[config.mk]
export PLATFORM = sky130hd
export DESIGN_NAME = sat_phase_rephaser
export DESIGN_NICKNAME = d
export VERILOG_FILES = /design/src/rtl/spr_pkg.sv /design/src/rtl/spr_ram.sv /design/src/rtl/spr_hash.sv /design/src/rtl/sat_phase_rephaser.sv
export SDC_FILE = /design/constraint.sdc
export NUM_CORES = 2
export LEC_CHECK = 0
export BUFFER_PORTS_ARGS = -buffer_cell sky130_fd_sc_hd__buf_2
export CAP_MARGIN = 20
export CORE_MARGIN = 8
export CORE_UTILIZATION = 55
export CTS_CLUSTER_SIZE = 14
export DETAILED_ROUTE_END_ITERATION = 8
export PLACE_DENSITY = 0.85
export SYNTH_ARGS = -nofsm -noshare
export SYNTH_HDL_FRONTEND = slang
export SYNTH_SLANG_ARGS = --single-unit
[constraint.sdc]
create_clock -name aclk -period 15.9 [get_ports aclk]
set_input_delay 0 -clock aclk [delete_from_list [all_inputs] [get_ports aclk]]
set_output_delay 0 -clock aclk [all_outputs]
set_load 0.01 [all_outputs]
[src/rtl/spr_pkg.sv]
// Shared constants, types and helpers of the saved-phase rephaser.
`default_nettype none

package spr_pkg;

    // Table geometry
    localparam int MAX_VARS = 1024;
    localparam int ADDR_W   = $clog2(MAX_VARS);
    localparam int IDX_W    = 11;

    // Field widths
    localparam int LIM_W      = 48;
    localparam int STEP_W     = 24;
    localparam int HASH_W     = 32;
    localparam int CFG_IDX_W  = 3;
    localparam int CFG_DATA_W = 48;

    // Configuration register indexes
    localparam logic [CFG_IDX_W-1:0] CFG_ENABLE      = 3'd0;
    localparam logic [CFG_IDX_W-1:0] CFG_DEFAULT_POS = 3'd1;
    localparam logic [CFG_IDX_W-1:0] CFG_HASH_SEED   = 3'd2;
    localparam logic [CFG_IDX_W-1:0] CFG_INC_STEP    = 3'd3;
    localparam logic [CFG_IDX_W-1:0] CFG_FIRST_LIMIT = 3'd4;
    localparam logic [CFG_IDX_W-1:0] CFG_USED_VARS   = 3'd5;

    // Configuration reset values
    localparam logic [STEP_W-1:0] RST_INC_STEP    = 24'd1000;
    localparam logic [LIM_W-1:0]  RST_FIRST_LIMIT = 48'd1000;
    localparam logic [IDX_W-1:0]  RST_USED_VARS   = 11'd1024;

    // Commands
    localparam logic [1:0] CMD_CHECK = 2'd0;
    localparam logic [1:0] CMD_WRITE = 2'd1;
    localparam logic [1:0] CMD_READ  = 2'd2;

    // Rephase modes
    localparam logic [1:0] MODE_ORIG = 2'd0;
    localparam logic [1:0] MODE_FLIP = 2'd1;
    localparam logic [1:0] MODE_INV  = 2'd2;
    localparam logic [1:0] MODE_RAND = 2'd3;

    // Hash multipliers
    localparam logic [HASH_W-1:0] HASH_A = 32'd123123311;
    localparam logic [HASH_W-1:0] HASH_B = 32'd558064459;
    localparam logic [HASH_W-1:0] HASH_C = 32'd43243507;

    // Hash unit operations
    localparam logic [2:0] HOP_MUL_A    = 3'd0;
    localparam logic [2:0] HOP_ADD_SEED = 3'd1;
    localparam logic [2:0] HOP_MUL_B    = 3'd2;
    localparam logic [2:0] HOP_MUL_C    = 3'd3;
    localparam logic [2:0] HOP_ADD_C    = 3'd4;

    typedef struct packed {
        logic       en;
        logic [2:0] op;
    } spr_hash_ctrl_t;

    localparam logic [LIM_W-1:0] LIM_MAX = {LIM_W{1'b1}};

    // Saturating add on the limit width
    function automatic logic [LIM_W-1:0] sat_add(input logic [LIM_W-1:0] a,
                                                 input logic [LIM_W-1:0] b);
        logic [LIM_W:0] s;
        s = {1'b0, a} + {1'b0, b};
        return s[LIM_W] ? LIM_MAX : s[LIM_W-1:0];
    endfunction

endpackage

`default_nettype wire

[src/rtl/spr_ram.sv]
// Generic simple dual-port RAM with registered read.
`default_nettype none

module spr_ram #(
    parameter int WIDTH = 1,
    parameter int DEPTH = 1024
) (
    input  wire logic                     aclk,
    input  wire logic                     we,
    input  wire logic [$clog2(DEPTH)-1:0] waddr,
    input  wire logic [WIDTH-1:0]         wdata,
    input  wire logic [$clog2(DEPTH)-1:0] raddr,
    output logic      [WIDTH-1:0]         rdata
);

    logic [WIDTH-1:0] mem [DEPTH];

    // Write one word, read one word, old data on a collision
    always_ff @(posedge aclk) begin
        if (we) begin
            mem[waddr] <= wdata;
        end
        rdata <= mem[raddr];
    end

endmodule

`default_nettype wire

[src/rtl/spr_hash.sv]
// Shared multiply/add unit that builds the random-phase hash.
`default_nettype none

module spr_hash
    import spr_pkg::*;
(
    input  wire logic                 aclk,
    input  wire spr_hash_ctrl_t       ctrl,
    input  wire logic [HASH_W-1:0]    counter,
    input  wire logic [HASH_W-1:0]    seed,
    output logic      [HASH_W-1:0]    hash
);

    logic [HASH_W-1:0]   prod_reg;
    logic [HASH_W-1:0]   prod_next;
    logic [HASH_W-1:0]   mul_a;
    logic [HASH_W-1:0]   mul_b;
    logic [2*HASH_W-1:0] mul_full;

    // Pick multiplier operands
    always_comb begin
        mul_a = prod_reg;
        mul_b = HASH_B;
        unique case (ctrl.op)
            HOP_MUL_A: begin
                mul_a = counter;
                mul_b = HASH_A;
            end
            HOP_MUL_C: mul_b = HASH_C;
            default:   mul_b = HASH_B;
        endcase
    end

    assign mul_full = mul_a * mul_b;

    // Apply one operation per cycle; hold otherwise
    always_comb begin
        prod_next = prod_reg;
        if (ctrl.en) begin
            unique case (ctrl.op)
                HOP_MUL_A, HOP_MUL_B, HOP_MUL_C: prod_next = mul_full[HASH_W-1:0];
                HOP_ADD_SEED:                    prod_next = prod_reg + seed;
                HOP_ADD_C:                       prod_next = prod_reg + HASH_C;
                default:                         prod_next = prod_reg;
            endcase
        end
    end

    always_ff @(posedge aclk) begin
        prod_reg <= prod_next;
    end

    assign hash = prod_reg;

endmodule

`default_nettype wire

[src/rtl/sat_phase_rephaser.sv]
// Top level: saved-phase table with periodic rephasing under a small sequencer.
// A write, an unknown command or a quiet check goes straight to the result; a read first
// reads the table; a rephase runs the hash steps, an n-entry sweep (skipped when n is 0)
// and the limit update, where n = min(used_vars, MAX_VARS) and the sweep rewrites one table
// entry per cycle. No beat is taken mid-item; one more is taken while a result waits.
// Reset (synchronous, aresetn low) runs a pass that sets all MAX_VARS (1024) entries
// positive; s_tready stays low during it, configuration writes are taken.
`default_nettype none

module sat_phase_rephaser
    import spr_pkg::*;
(
    input  wire logic                  aclk,
    input  wire logic                  aresetn,
    // Input beats
    input  wire logic                  s_tvalid,
    output logic                       s_tready,
    // s_tdata: conflict_count[47:0], var_index[58:48], phase_in[59], zero pad[63:60]
    input  wire logic [63:0]           s_tdata,
    // s_tuser: command[1:0]
    input  wire logic [1:0]            s_tuser,
    // Result beats
    output logic                       m_tvalid,
    input  wire logic                  m_tready,
    // m_tdata: did_rephase[0], rephase_mode[2:1], phase_out[3], next_limit[51:4],
    //          zero pad[55:52]
    output logic      [55:0]           m_tdata,
    // Configuration writes
    input  wire logic                  cfg_valid,
    output logic                       cfg_ready,
    input  wire logic [CFG_IDX_W-1:0]  cfg_index,
    input  wire logic [CFG_DATA_W-1:0] cfg_data
);

    // Sequencer states
    localparam logic [3:0] ST_CLEAR   = 4'd0;
    localparam logic [3:0] ST_IDLE    = 4'd1;
    localparam logic [3:0] ST_RD      = 4'd2;
    localparam logic [3:0] ST_RD_DATA = 4'd3;
    localparam logic [3:0] ST_MUL1    = 4'd4;
    localparam logic [3:0] ST_ADDS    = 4'd5;
    localparam logic [3:0] ST_MUL2    = 4'd6;
    localparam logic [3:0] ST_MUL3    = 4'd7;
    localparam logic [3:0] ST_SWEEP   = 4'd8;
    localparam logic [3:0] ST_DRAIN   = 4'd9;
    localparam logic [3:0] ST_INC     = 4'd10;
    localparam logic [3:0] ST_LIM     = 4'd11;
    localparam logic [3:0] ST_FIX     = 4'd12;
    localparam logic [3:0] ST_DONE    = 4'd13;

    // Control and configuration
    logic [3:0]        state_reg,      state_next;
    logic [IDX_W-1:0]  idx_reg,        idx_next;
    logic              s1_valid_reg,   s1_valid_next;
    logic              m_valid_reg,    m_valid_next;
    logic              enable_reg,     enable_next;
    logic              dflt_pos_reg,   dflt_pos_next;
    logic [HASH_W-1:0] seed_reg,       seed_next;
    logic [STEP_W-1:0] step_reg,       step_next;
    logic [IDX_W-1:0]  used_vars_reg,  used_vars_next;
    logic [HASH_W-1:0] counter_reg,    counter_next;
    logic [LIM_W-1:0]  inc_reg,        inc_next;
    logic [LIM_W-1:0]  limit_reg,      limit_next;

    // Item and result payload
    logic [IDX_W-1:0]  item_idx_reg,   item_idx_next;
    logic              idx_ok_reg,     idx_ok_next;
    logic [LIM_W-1:0]  count_reg,      count_next;
    logic [1:0]        mode_reg,       mode_next;
    logic [IDX_W-1:0]  n_reg,          n_next;
    logic [ADDR_W-1:0] s1_addr_reg,    s1_addr_next;
    logic              res_did_reg,    res_did_next;
    logic [1:0]        res_mode_reg,   res_mode_next;
    logic              res_phase_reg,  res_phase_next;
    logic              m_did_reg,      m_did_next;
    logic [1:0]        m_mode_reg,     m_mode_next;
    logic              m_phase_reg,    m_phase_next;
    logic [LIM_W-1:0]  m_limit_reg,    m_limit_next;

    // Table port signals
    logic              ram_we;
    logic [ADDR_W-1:0] ram_waddr;
    logic              ram_wdata;
    logic [ADDR_W-1:0] ram_raddr;
    logic              ram_rdata;

    // Hash unit
    spr_hash_ctrl_t    hash_ctrl;
    logic [HASH_W-1:0] hash_val;

    // Input unpacking and derived values
    logic              s_accept;
    logic [1:0]        in_cmd;
    logic [LIM_W-1:0]  in_count;
    logic [IDX_W-1:0]  in_idx;
    logic              in_phase;
    logic              in_idx_ok;
    logic              in_trigger;
    logic [IDX_W-1:0]  in_idx_m1;
    logic [IDX_W-1:0]  idx_m1;
    logic [IDX_W-1:0]  item_idx_m1;
    logic [IDX_W-1:0]  n_clamped;
    logic [HASH_W-1:0] counter_inc;

    assign s_tready  = (state_reg == ST_IDLE);
    assign s_accept  = s_tvalid && s_tready;
    assign cfg_ready = 1'b1;

    assign in_cmd   = s_tuser;
    assign in_count = s_tdata[47:0];
    assign in_idx   = s_tdata[58:48];
    assign in_phase = s_tdata[59];

    assign in_idx_ok   = (in_idx != '0) && (in_idx <= IDX_W'(MAX_VARS));
    assign in_trigger  = enable_reg && (in_count > limit_reg);
    assign in_idx_m1   = in_idx - IDX_W'(1);
    assign idx_m1      = idx_reg - IDX_W'(1);
    assign item_idx_m1 = item_idx_reg - IDX_W'(1);
    assign n_clamped   = (used_vars_reg > IDX_W'(MAX_VARS)) ? IDX_W'(MAX_VARS)
                                                            : used_vars_reg;
    assign counter_inc = counter_reg + HASH_W'(1);

    // Read address: sweep position, else the latched item index
    assign ram_raddr = (state_reg == ST_SWEEP) ? idx_m1[ADDR_W-1:0]
                                               : item_idx_m1[ADDR_W-1:0];

    // Sequencer
    always_comb begin
        state_next     = state_reg;
        idx_next       = idx_reg;
        s1_valid_next  = 1'b0;
        m_valid_next   = m_valid_reg && !m_tready;
        enable_next    = enable_reg;
        dflt_pos_next  = dflt_pos_reg;
        seed_next      = seed_reg;
        step_next      = step_reg;
        used_vars_next = used_vars_reg;
        counter_next   = counter_reg;
        inc_next       = inc_reg;
        limit_next     = limit_reg;
        item_idx_next  = item_idx_reg;
        idx_ok_next    = idx_ok_reg;
        count_next     = count_reg;
        mode_next      = mode_reg;
        n_next         = n_reg;
        s1_addr_next   = s1_addr_reg;
        res_did_next   = res_did_reg;
        res_mode_next  = res_mode_reg;
        res_phase_next = res_phase_reg;
        m_did_next     = m_did_reg;
        m_mode_next    = m_mode_reg;
        m_phase_next   = m_phase_reg;
        m_limit_next   = m_limit_reg;
        hash_ctrl      = '{en: 1'b0, op: HOP_ADD_C};

        // Sweep write stage: rewrite the entry read in the previous cycle
        ram_we    = s1_valid_reg;
        ram_waddr = s1_addr_reg;
        unique case (mode_reg)
            MODE_ORIG: ram_wdata = dflt_pos_reg;
            MODE_FLIP: ram_wdata = ~ram_rdata;
            MODE_INV:  ram_wdata = ~dflt_pos_reg;
            MODE_RAND: ram_wdata = ~(^hash_val);
            default:   ram_wdata = dflt_pos_reg;
        endcase

        unique case (state_reg)
            ST_CLEAR: begin
                ram_we    = 1'b1;
                ram_waddr = idx_reg[ADDR_W-1:0];
                ram_wdata = 1'b1;
                if (idx_reg == IDX_W'(MAX_VARS - 1)) begin
                    idx_next   = '0;
                    state_next = ST_IDLE;
                end else begin
                    idx_next = idx_reg + IDX_W'(1);
                end
            end
            ST_IDLE: begin
                if (s_accept) begin
                    item_idx_next  = in_idx;
                    idx_ok_next    = in_idx_ok;
                    count_next     = in_count;
                    res_did_next   = 1'b0;
                    res_mode_next  = MODE_ORIG;
                    res_phase_next = 1'b0;
                    state_next     = ST_DONE;
                    unique case (in_cmd)
                        CMD_CHECK: begin
                            if (in_trigger) begin
                                counter_next = counter_inc;
                                mode_next    = counter_inc[1:0];
                                n_next       = n_clamped;
                                state_next   = ST_MUL1;
                            end
                        end
                        CMD_WRITE: begin
                            if (in_idx_ok) begin
                                ram_we    = 1'b1;
                                ram_waddr = in_idx_m1[ADDR_W-1:0];
                                ram_wdata = in_phase;
                            end
                        end
                        CMD_READ: state_next = ST_RD;
                        default:  state_next = ST_DONE;
                    endcase
                end
            end
            ST_RD: state_next = ST_RD_DATA;
            ST_RD_DATA: begin
                res_phase_next = idx_ok_reg & ram_rdata;
                state_next     = ST_DONE;
            end
            // Hash base: ((counter * A) + seed) * B * C
            ST_MUL1: begin
                hash_ctrl  = '{en: 1'b1, op: HOP_MUL_A};
                state_next = ST_ADDS;
            end
            ST_ADDS: begin
                hash_ctrl  = '{en: 1'b1, op: HOP_ADD_SEED};
                state_next = ST_MUL2;
            end
            ST_MUL2: begin
                hash_ctrl  = '{en: 1'b1, op: HOP_MUL_B};
                state_next = ST_MUL3;
            end
            ST_MUL3: begin
                hash_ctrl = '{en: 1'b1, op: HOP_MUL_C};
                idx_next  = IDX_W'(1);
                if (n_reg == '0) begin
                    state_next = ST_INC;
                end else begin
                    state_next = ST_SWEEP;
                end
            end
            // Read one entry per cycle; the hash steps by C with the index
            ST_SWEEP: begin
                hash_ctrl     = '{en: 1'b1, op: HOP_ADD_C};
                s1_valid_next = 1'b1;
                s1_addr_next  = idx_m1[ADDR_W-1:0];
                if (idx_reg == n_reg) begin
                    state_next = ST_DRAIN;
                end else begin
                    idx_next = idx_reg + IDX_W'(1);
                end
            end
            ST_DRAIN: state_next = ST_INC;
            // Limit update, one wide add per cycle
            ST_INC: begin
                inc_next   = sat_add(inc_reg, LIM_W'(step_reg));
                state_next = ST_LIM;
            end
            ST_LIM: begin
                limit_next = sat_add(limit_reg, inc_reg);
                state_next = ST_FIX;
            end
            ST_FIX: begin
                if (limit_reg <= count_reg) begin
                    limit_next = sat_add(count_reg, LIM_W'(1));
                end
                res_did_next  = 1'b1;
                res_mode_next = mode_reg;
                state_next    = ST_DONE;
            end
            // Hand the result to the output register once it is free
            ST_DONE: begin
                if (!m_valid_reg || m_tready) begin
                    m_valid_next = 1'b1;
                    m_did_next   = res_did_reg;
                    m_mode_next  = res_mode_reg;
                    m_phase_next = res_phase_reg;
                    m_limit_next = limit_reg;
                    state_next   = ST_IDLE;
                end
            end
            default: state_next = ST_IDLE;
        endcase

        // Configuration writes; a new first limit reloads the conflict limit
        if (cfg_valid) begin
            unique case (cfg_index)
                CFG_ENABLE:      enable_next    = cfg_data[0];
                CFG_DEFAULT_POS: dflt_pos_next  = cfg_data[0];
                CFG_HASH_SEED:   seed_next      = cfg_data[HASH_W-1:0];
                CFG_INC_STEP:    step_next      = cfg_data[STEP_W-1:0];
                CFG_FIRST_LIMIT: limit_next     = cfg_data[LIM_W-1:0];
                CFG_USED_VARS:   used_vars_next = cfg_data[IDX_W-1:0];
                default: ;
            endcase
        end
    end

    // Control registers
    always_ff @(posedge aclk) begin
        if (!aresetn) begin
            state_reg     <= ST_CLEAR;
            idx_reg       <= '0;
            s1_valid_reg  <= 1'b0;
            m_valid_reg   <= 1'b0;
            enable_reg    <= 1'b1;
            dflt_pos_reg  <= 1'b1;
            seed_reg      <= '0;
            step_reg      <= RST_INC_STEP;
            used_vars_reg <= RST_USED_VARS;
            counter_reg   <= '0;
            inc_reg       <= '0;
            limit_reg     <= RST_FIRST_LIMIT;
        end else begin
            state_reg     <= state_next;
            idx_reg       <= idx_next;
            s1_valid_reg  <= s1_valid_next;
            m_valid_reg   <= m_valid_next;
            enable_reg    <= enable_next;
            dflt_pos_reg  <= dflt_pos_next;
            seed_reg      <= seed_next;
            step_reg      <= step_next;
            used_vars_reg <= used_vars_next;
            counter_reg   <= counter_next;
            inc_reg       <= inc_next;
            limit_reg     <= limit_next;
        end
    end

    // Payload registers
    always_ff @(posedge aclk) begin
        item_idx_reg  <= item_idx_next;
        idx_ok_reg    <= idx_ok_next;
        count_reg     <= count_next;
        mode_reg      <= mode_next;
        n_reg         <= n_next;
        s1_addr_reg   <= s1_addr_next;
        res_did_reg   <= res_did_next;
        res_mode_reg  <= res_mode_next;
        res_phase_reg <= res_phase_next;
        m_did_reg     <= m_did_next;
        m_mode_reg    <= m_mode_next;
        m_phase_reg   <= m_phase_next;
        m_limit_reg   <= m_limit_next;
    end

    // Phase table
    spr_ram #(
        .WIDTH (1),
        .DEPTH (MAX_VARS)
    ) u_table (
        .aclk  (aclk),
        .we    (ram_we),
        .waddr (ram_waddr),
        .wdata (ram_wdata),
        .raddr (ram_raddr),
        .rdata (ram_rdata)
    );

    // Random-phase hash
    spr_hash u_hash (
        .aclk    (aclk),
        .ctrl    (hash_ctrl),
        .counter (counter_reg),
        .seed    (seed_reg),
        .hash    (hash_val)
    );

    assign m_tvalid = m_valid_reg;
    assign m_tdata  = {4'b0, m_limit_reg, m_phase_reg, m_mode_reg, m_did_reg};

endmodule

`default_nettype wire

# Yosys cells after proc, flatten, opt, wreduce, memory -nomap -nowiden
# Memories as Yosys holds them, arrays and structs flattened. A register that Yosys moved wholly into a read port is not among the register bits.
# Cells that the tools add are included.
[totals]
reg_bits = 384
ram_bits = 1024
in_bits = 122
out_inout_bits = 59
word_cells = 160
n_memories = 1
[memory_table]
columns = ["memory", "words", "word_bits", "read_ports", "rd_clocked_by_memory_dff", "wr", "line", "source"]
rows = [
  ["u_table.mem", 1024, 1, 1, 1, 1, "spr_ram.sv:16", "logic [WIDTH-1:0] mem [DEPTH];"],
]
[classes]
n_addsub = 10
multipliers = 1
magnitude_cmp = 4
n_eq_ne = 34
mux = 46
n_bitwise = 4
reduce_logical = 34
[ops]
columns = ["op", "count"]
rows = [
  ["two-way mux 48 bit", 6],
  ["case mux 32 bit (3 select lines)", 1],
  ["case mux 48 bit (2 select lines)", 1],
  ["case mux 30 bit (2 select lines)", 1],
  ["case mux 4 bit (13 select lines)", 1],
  ["adder 48 x 1 -> 49 bit, second input constant", 1],
  ["adder 48 x 24 -> 49 bit", 1],
  ["adder 48 x 48 -> 49 bit", 1],
  ["greater-than comparator 48 bit", 1],
  ["<= comparator 48 bit", 1],
  ["two-way mux 10 bit", 4],
  ["case mux 11 bit (3 select lines)", 1],
  ["adder 32 x 1 -> 32 bit, second input constant", 1],
  ["adder 32 x 26 -> 32 bit, second input constant", 1],
  ["adder 32 bit", 1],
  ["multiplier 32 x 30 -> 32 bit", 1],
  ["two-way mux 32 bit", 1],
  ["XOR reduction 32 bit", 1],
  ["subtractor 10 x 1 -> 10 bit, second input constant", 3],
  ["== test 4 bit, second input constant", 6],
  ["two-way mux 11 bit", 2],
  ["AND reduction 2 bit", 11],
  ["two-way mux 4 bit", 5],
  ["case mux 10 bit (2 select lines)", 1],
  ["37 further kinds", 79],
]

# Longest topological paths before layout
[depth]
word_depth = 8
depth_mapped = 36
ltp_nobuf = 32

# By module
# A second synthesis with hierarchy kept.
[hier_totals]
cells_unflattened = 7568
hier_area_um2 = 83854.2
[modules_own_cells]
columns = ["module", "n_inst", "cells_per_inst", "area_each_um2"]
rows = [
  ["spr_ram", 1, 3112, 44656.6],
  ["sat_phase_rephaser", 1, 2620, 22567.9],
  ["spr_hash", 1, 1836, 16629.7],
]

# Least setup slack after synthesis
# OpenSTA, ideal clock, no wires.
[synth_timing]
kind = "reg2reg"
startpoint = "register state_reg[0]"
endpoint = "memory u_table.mem[0], data pin"
setup_ns = 2.592
arrival_time_ns = 14.058
t_required_ns = 13.308
path_slack_ns = -0.750
path_stages_with_launch = 10
path_buffers = 1
period_less_slack_ns = 16.650
cell_sequence = "dfxtp_1 -> inv_1 -> nor2_1 -> nand2_1 -> inv_1 -> nand2_1 -> inv_1 -> and3_1 -> buf_6 -> a211o_1"
[synth_via]
elab_chain_cells = 4
word_cells_on_any_way = 5
[synth_rtl]
columns = ["item", "line", "source"]
rows = [
  ["start: declaration", "sat_phase_rephaser.sv:52", "logic [3:0] state_reg, state_next;"],
  ["start signal: assignment", "sat_phase_rephaser.sv:309", "state_reg <= state_next;"],
  ["== test 4 x 1 -> 1 bit (*)", "sat_phase_rephaser.sv:105", "assign s_tready = (state_reg == ST_IDLE);"],
  ["net s_tready", "sat_phase_rephaser.sv:17", "output logic s_tready,"],
  ["logical AND 1 bit", "sat_phase_rephaser.sv:106", "assign s_accept = s_tvalid && s_tready;"],
  ["two-way mux 1 bit", "sat_phase_rephaser.sv:180", "if (s_accept) begin"],
  ["case mux 1 bit (2 select lines) (*)", "sat_phase_rephaser.sv:167", "unique case (state_reg)"],
  ["net ram_wdata", "sat_phase_rephaser.sv:83", "logic ram_wdata;"],
  ["end: declaration", "spr_ram.sv:16", ""],
]
# Mark *: on every way through the listed nets, which the timed path passes. The rest lies on a longest branch.

# Final worst setup path
[layout_timing]
startpoint = "register state_reg[2]"
endpoint = "register u_hash.prod_reg[28], in the netlist u_hash.hash[28], data pin"
[layout_via]
elab_chain_cells = 6
word_cells_on_any_way = 16
[layout_rtl]
columns = ["item", "line", "source"]
rows = [
  ["== test 4 bit / == test 4 x 3 -> 1 bit (equally long branches)", "sat_phase_rephaser.sv:167", ""],
  ["case mux 4 bit (5 select lines) (*)", "sat_phase_rephaser.sv:167", ""],
  ["== test 3 x 2 -> 1 bit / zero test 3 bit (equally long branches)", "spr_hash.sv:24, spr_hash.sv:40", ""],
  ["case mux 30 bit (2 select lines) / two-way mux 32 bit (equally long branches)", "spr_hash.sv:24", "unique case (ctrl.op)"],
  ["multiplier 32 x 30 -> 32 bit", "spr_hash.sv:34", "assign mul_full = mul_a * mul_b;"],
  ["case mux 32 bit (3 select lines) (*)", "spr_hash.sv:40", "unique case (ctrl.op)"],
  ["end signal: assignment", "spr_hash.sv:50", "prod_reg <= prod_next;"],
  ["end: declaration", "spr_hash.sv:14", "logic [HASH_W-1:0] prod_reg;"],
]
# Every way passes the cells marked *; elsewhere a longest branch is shown, timed or not.
# A chain may end at the register's enable or synchronous reset.

==> metrics.yaml <==
final_layout:
  fraction_of_final_layout_cells_with_drive_strength_greater_than_1: 0.0859
  top_register: "u_table.mem"
  fin_util: 0.614
  fillerInstances: 11000
  finish.instance_area_um2: 91500
  fin_cells: 9926
  largest_register_ffs: 1024
  areaGrowthSynthToFinish_pct: 11.3
  final_net_count: 8703
sta:
  grt_setup_unrepaired: "false"
  setup_viol_count_final: 0
  holdWs_ns: 0.0431
  drv_slew: 95
  max-slew-margin-rel: -0.0153
  clock_skew_ns: 0.0625
  report.final.hold_viol_count: 0
  period_share: 0.622
  worstMarginPinSlew_ns: 1.52
  final.setup.tns_ns: 0
  final.setup.worst_slack_ns: 6.02
  achievable-frequency_mhz: 101
  period_needed_ns: 9.88
job:
  max-cap-violations: 0
global_routing:
  grt_total_usage: 0.306
  gr-total-overflow: 0
  grt_start_max_net_pins: 339
  number_of_antenna_violations_at_the_first_check_in_global_routing: 10
  global_route_wire_length_before_repair_um: 380000
  first_global_vias: 63400
critical_path:
  rr_worst_depth: 32
  slowest_delay_ns: 0.68
  data_arrival_at_the_endpoint_of_the_critical_path_ns: 10.39
  critical_path.top_delay_family: "adder cells"
  worst_r2r_endpoint: "u_hash.hash[28]"
  path_common_cell: "sky130_fd_sc_hd__fa_1"
  path_buf_inv: 9
  regToRegSetupSlack_ns: 6.02
  worst-path-max-fanout: 39
  crit_type: "flop to flop"
  worstSetupStartpointType: "flop"
  cp_data_required_time_ns: 16.41
  worstSetupEndpointType: "flop"
  regToRegStartpoint: "state_reg[2]"
  crit_cells: 32
  critical-path-slowest-cell: "sky130_fd_sc_hd__dfxtp_1"
yosys:
  post_synth_and_or_nand_nor_area_fraction: 0.144
  synthAdderAreaFrac: 0.142
  synth.yosys.seq_area_share: 0.488
  syn_inst: 7698
  largest_family_of_logic_cells_by_synthesized_area: "simple AND/OR/NAND/NOR gates"
  synth-seq-cells: 1409
  netlist-cell-type-count: 90
  synth_mux_area_frac: 0.0520
  synth-xor-area-share: 0.0303
  synth_top_flop_cell: "sky130_fd_sc_hd__edfxtp_1"
  synth_compound_gate_area_share: 0.0928
  avgSynthCellArea_um2: 10.7
  synth_async_reset_ratio: 0
  synth_enable_flop_cells: 1194
  netlist_area_um2: 82200
  ys_warn_count: 0
worst_hold_path:
  worstHoldEndpoint: "count_reg[40]"
  worstHoldPathType: "input pin to flop"
  hold_depth: 2
  hp-start: "s_tdata[40]"
power:
  cellPowerDensity_nw_per_um2: 82.4
  vdd.ir_drop.worst_v: 0.000114
  leakage_nw: 36.8
  post-layout-total-power_mw: 7.54
detailed_routing:
  drt_iter0_drc: 9305
  drc: 2
  wl_per_cell_um: 26.0
  drtPass1Iterations: 9
  number_of_nets_with_antenna_violations_after_routing: 0
  route.vias.total: 63700
  vias_per_cell: 6.41
  totalWireLength_um: 258000
clock_tree:
  tritoncts_clock_tree: "yes"
  cts_buffer_depth: 3
  cts-resized-gates: 0
  clk_transition_reported_paths_ns: 0.07
  number_of_buffers_created_by_cts: 139
  cts_htree_levels: 4
  clk-insertion-delay-late_ns: 0.80
  numClockSinks: 1409
  root_buffer: "sky130_fd_sc_hd__clkbuf_16"
place:
  place_inst: 9462
  gpl.final_weighted_congestion: 0.980
  dp_hpwl_um: 171000
  placed_cell_area_um2: 84800
  post-place-ws_ns: 6.20
  port-buffer-count: 171
floorplan:
  floorplan.die_area_um2: 162000
  dieWidth_um: 403
  core_region_area_um2: 149000
  floorplan.io_pins: 181
  dieHeight_um: 403
  placement_rows: 142
  initial_utilization: 0.552
status:
  failing_checks: "DRC, slew limit"
  outcome: "finished, violations left"
-- timing repair --
| action | CTS | global route |
|---|---|---|
| hold buffers | 181 | 0 |
| buffers inserted | 0 | 0 |
| hold endpoints to repair | 212 | 0 |
-- cell usage after synthesis (all sizes together) (116+ instances only) --
cell type | count | area, µm²
nand3 | 118 | 596
buf | 185 | 883
mux2i | 188 | 1890
dfxtp | 215 | 4300
fa | 357 | 7150
ha | 361 | 4520
inv | 597 | 2240
nor3 | 116 | 581
xnor2 | 201 | 1760
nor2 | 1271 | 4770
clkbuf | 286 | 1070
a21oi | 389 | 1950
a32oi | 116 | 1020
edfxtp | 1194 | 35900
nand2 | 829 | 3110
o21ai | 200 | 1000
-- cells in the final DEF, fill, tap and decap left out, drive strengths merged, types with 42 or more instances in the layout --
master,Yosys,final
dfxtp,215,215
o21ai,200,200
o22ai,52,52
nor2b,43,43
a21oi,389,389
nand2,829,829
nand4,59,59
mux2i,188,188
clkbuf,286,179
ha,361,361
nand3,118,118
nor4,52,52
a32oi,116,116
inv,597,601
dlygate4sd3,0,181
nor3,116,116
mux4,103,103
clkinv,1,59
a31oi,44,44
fa,357,357
edfxtp,1194,1194
xor2,78,78
buf,185,304
and3,42,42
nand2b,54,54
a21o,88,88
and2,52,52
nor2,1271,1271
xnor2,201,201
-- report_power, final --
group          internal, mW  switching [mW]  leakage (nW)
Sequential             3.96          0.0149          15.4
Combinational         0.121           0.189          19.2
Clock                  1.79            1.47          2.13
Total                  5.87            1.67          36.8
-- final cells by class --
class | count | area [µm²] | share of cell area
Antenna cell | 9 | 22.5 | 0.000246
Timing Repair Buffer | 486 | 4110 | 0.0449
Clock inverter | 73 | 666 | 0.00727
Inverter | 598 | 2250 | 0.0245
Sequential cell | 1409 | 40200 | 0.439
Multi-Input combinational cell | 5229 | 38100 | 0.417
Tap cell | 1944 | 2430 | 0.0266
Clock buffer | 178 | 3730 | 0.0408
-- logic make-up after synthesis --
logic type	after synthesis
buffers and inverters	1069
XOR/XNOR	281
adder cells (fa/ha/maj)	718
AND/OR/NAND/NOR	2749
AO/OA/AOI/OAI	1173
multiplexers	297
flip-flops	1409
other	2
-- layer usage --
metal / global-route usage / vias to the layer above / share of wire
met2: 0.493 / 4558 / 0.46
met4: 0.220 / 8 / 0.084
met1: 0.359 / 30700 / 0.34
li1: - / 27200 / -
met3: 0.0745 / 1124 / 0.12
met5: 0 / - / 0.00018
-- worst reg2reg max path, delay by kind of cell (launching register included) --
| family | cells | cell delay, ns |
|---|---|---|
| simple gates | 6 | 1.42 |
| fa+ha+maj | 9 | 4.09 |
| compound gates | 7 | 1.91 |
| xor+xnor | 1 | 0.18 |
| buf+inv | 9 | 1.35 |
| flops | 1 | 0.68 |
-- worst max path at each step --
stage	startpoint	endpoint
after floorplan	state_reg[0]	u_table.mem[0]
after detailed placement	state_reg[2]	u_hash.hash[30]
final	state_reg[2]	u_hash.hash[28]
after global routing	state_reg[2]	u_hash.hash[28]
after global placement	state_reg[2]	u_hash.hash[30]
after CTS	state_reg[2]	u_hash.hash[30]
Power figures use the tool's default switching activity.
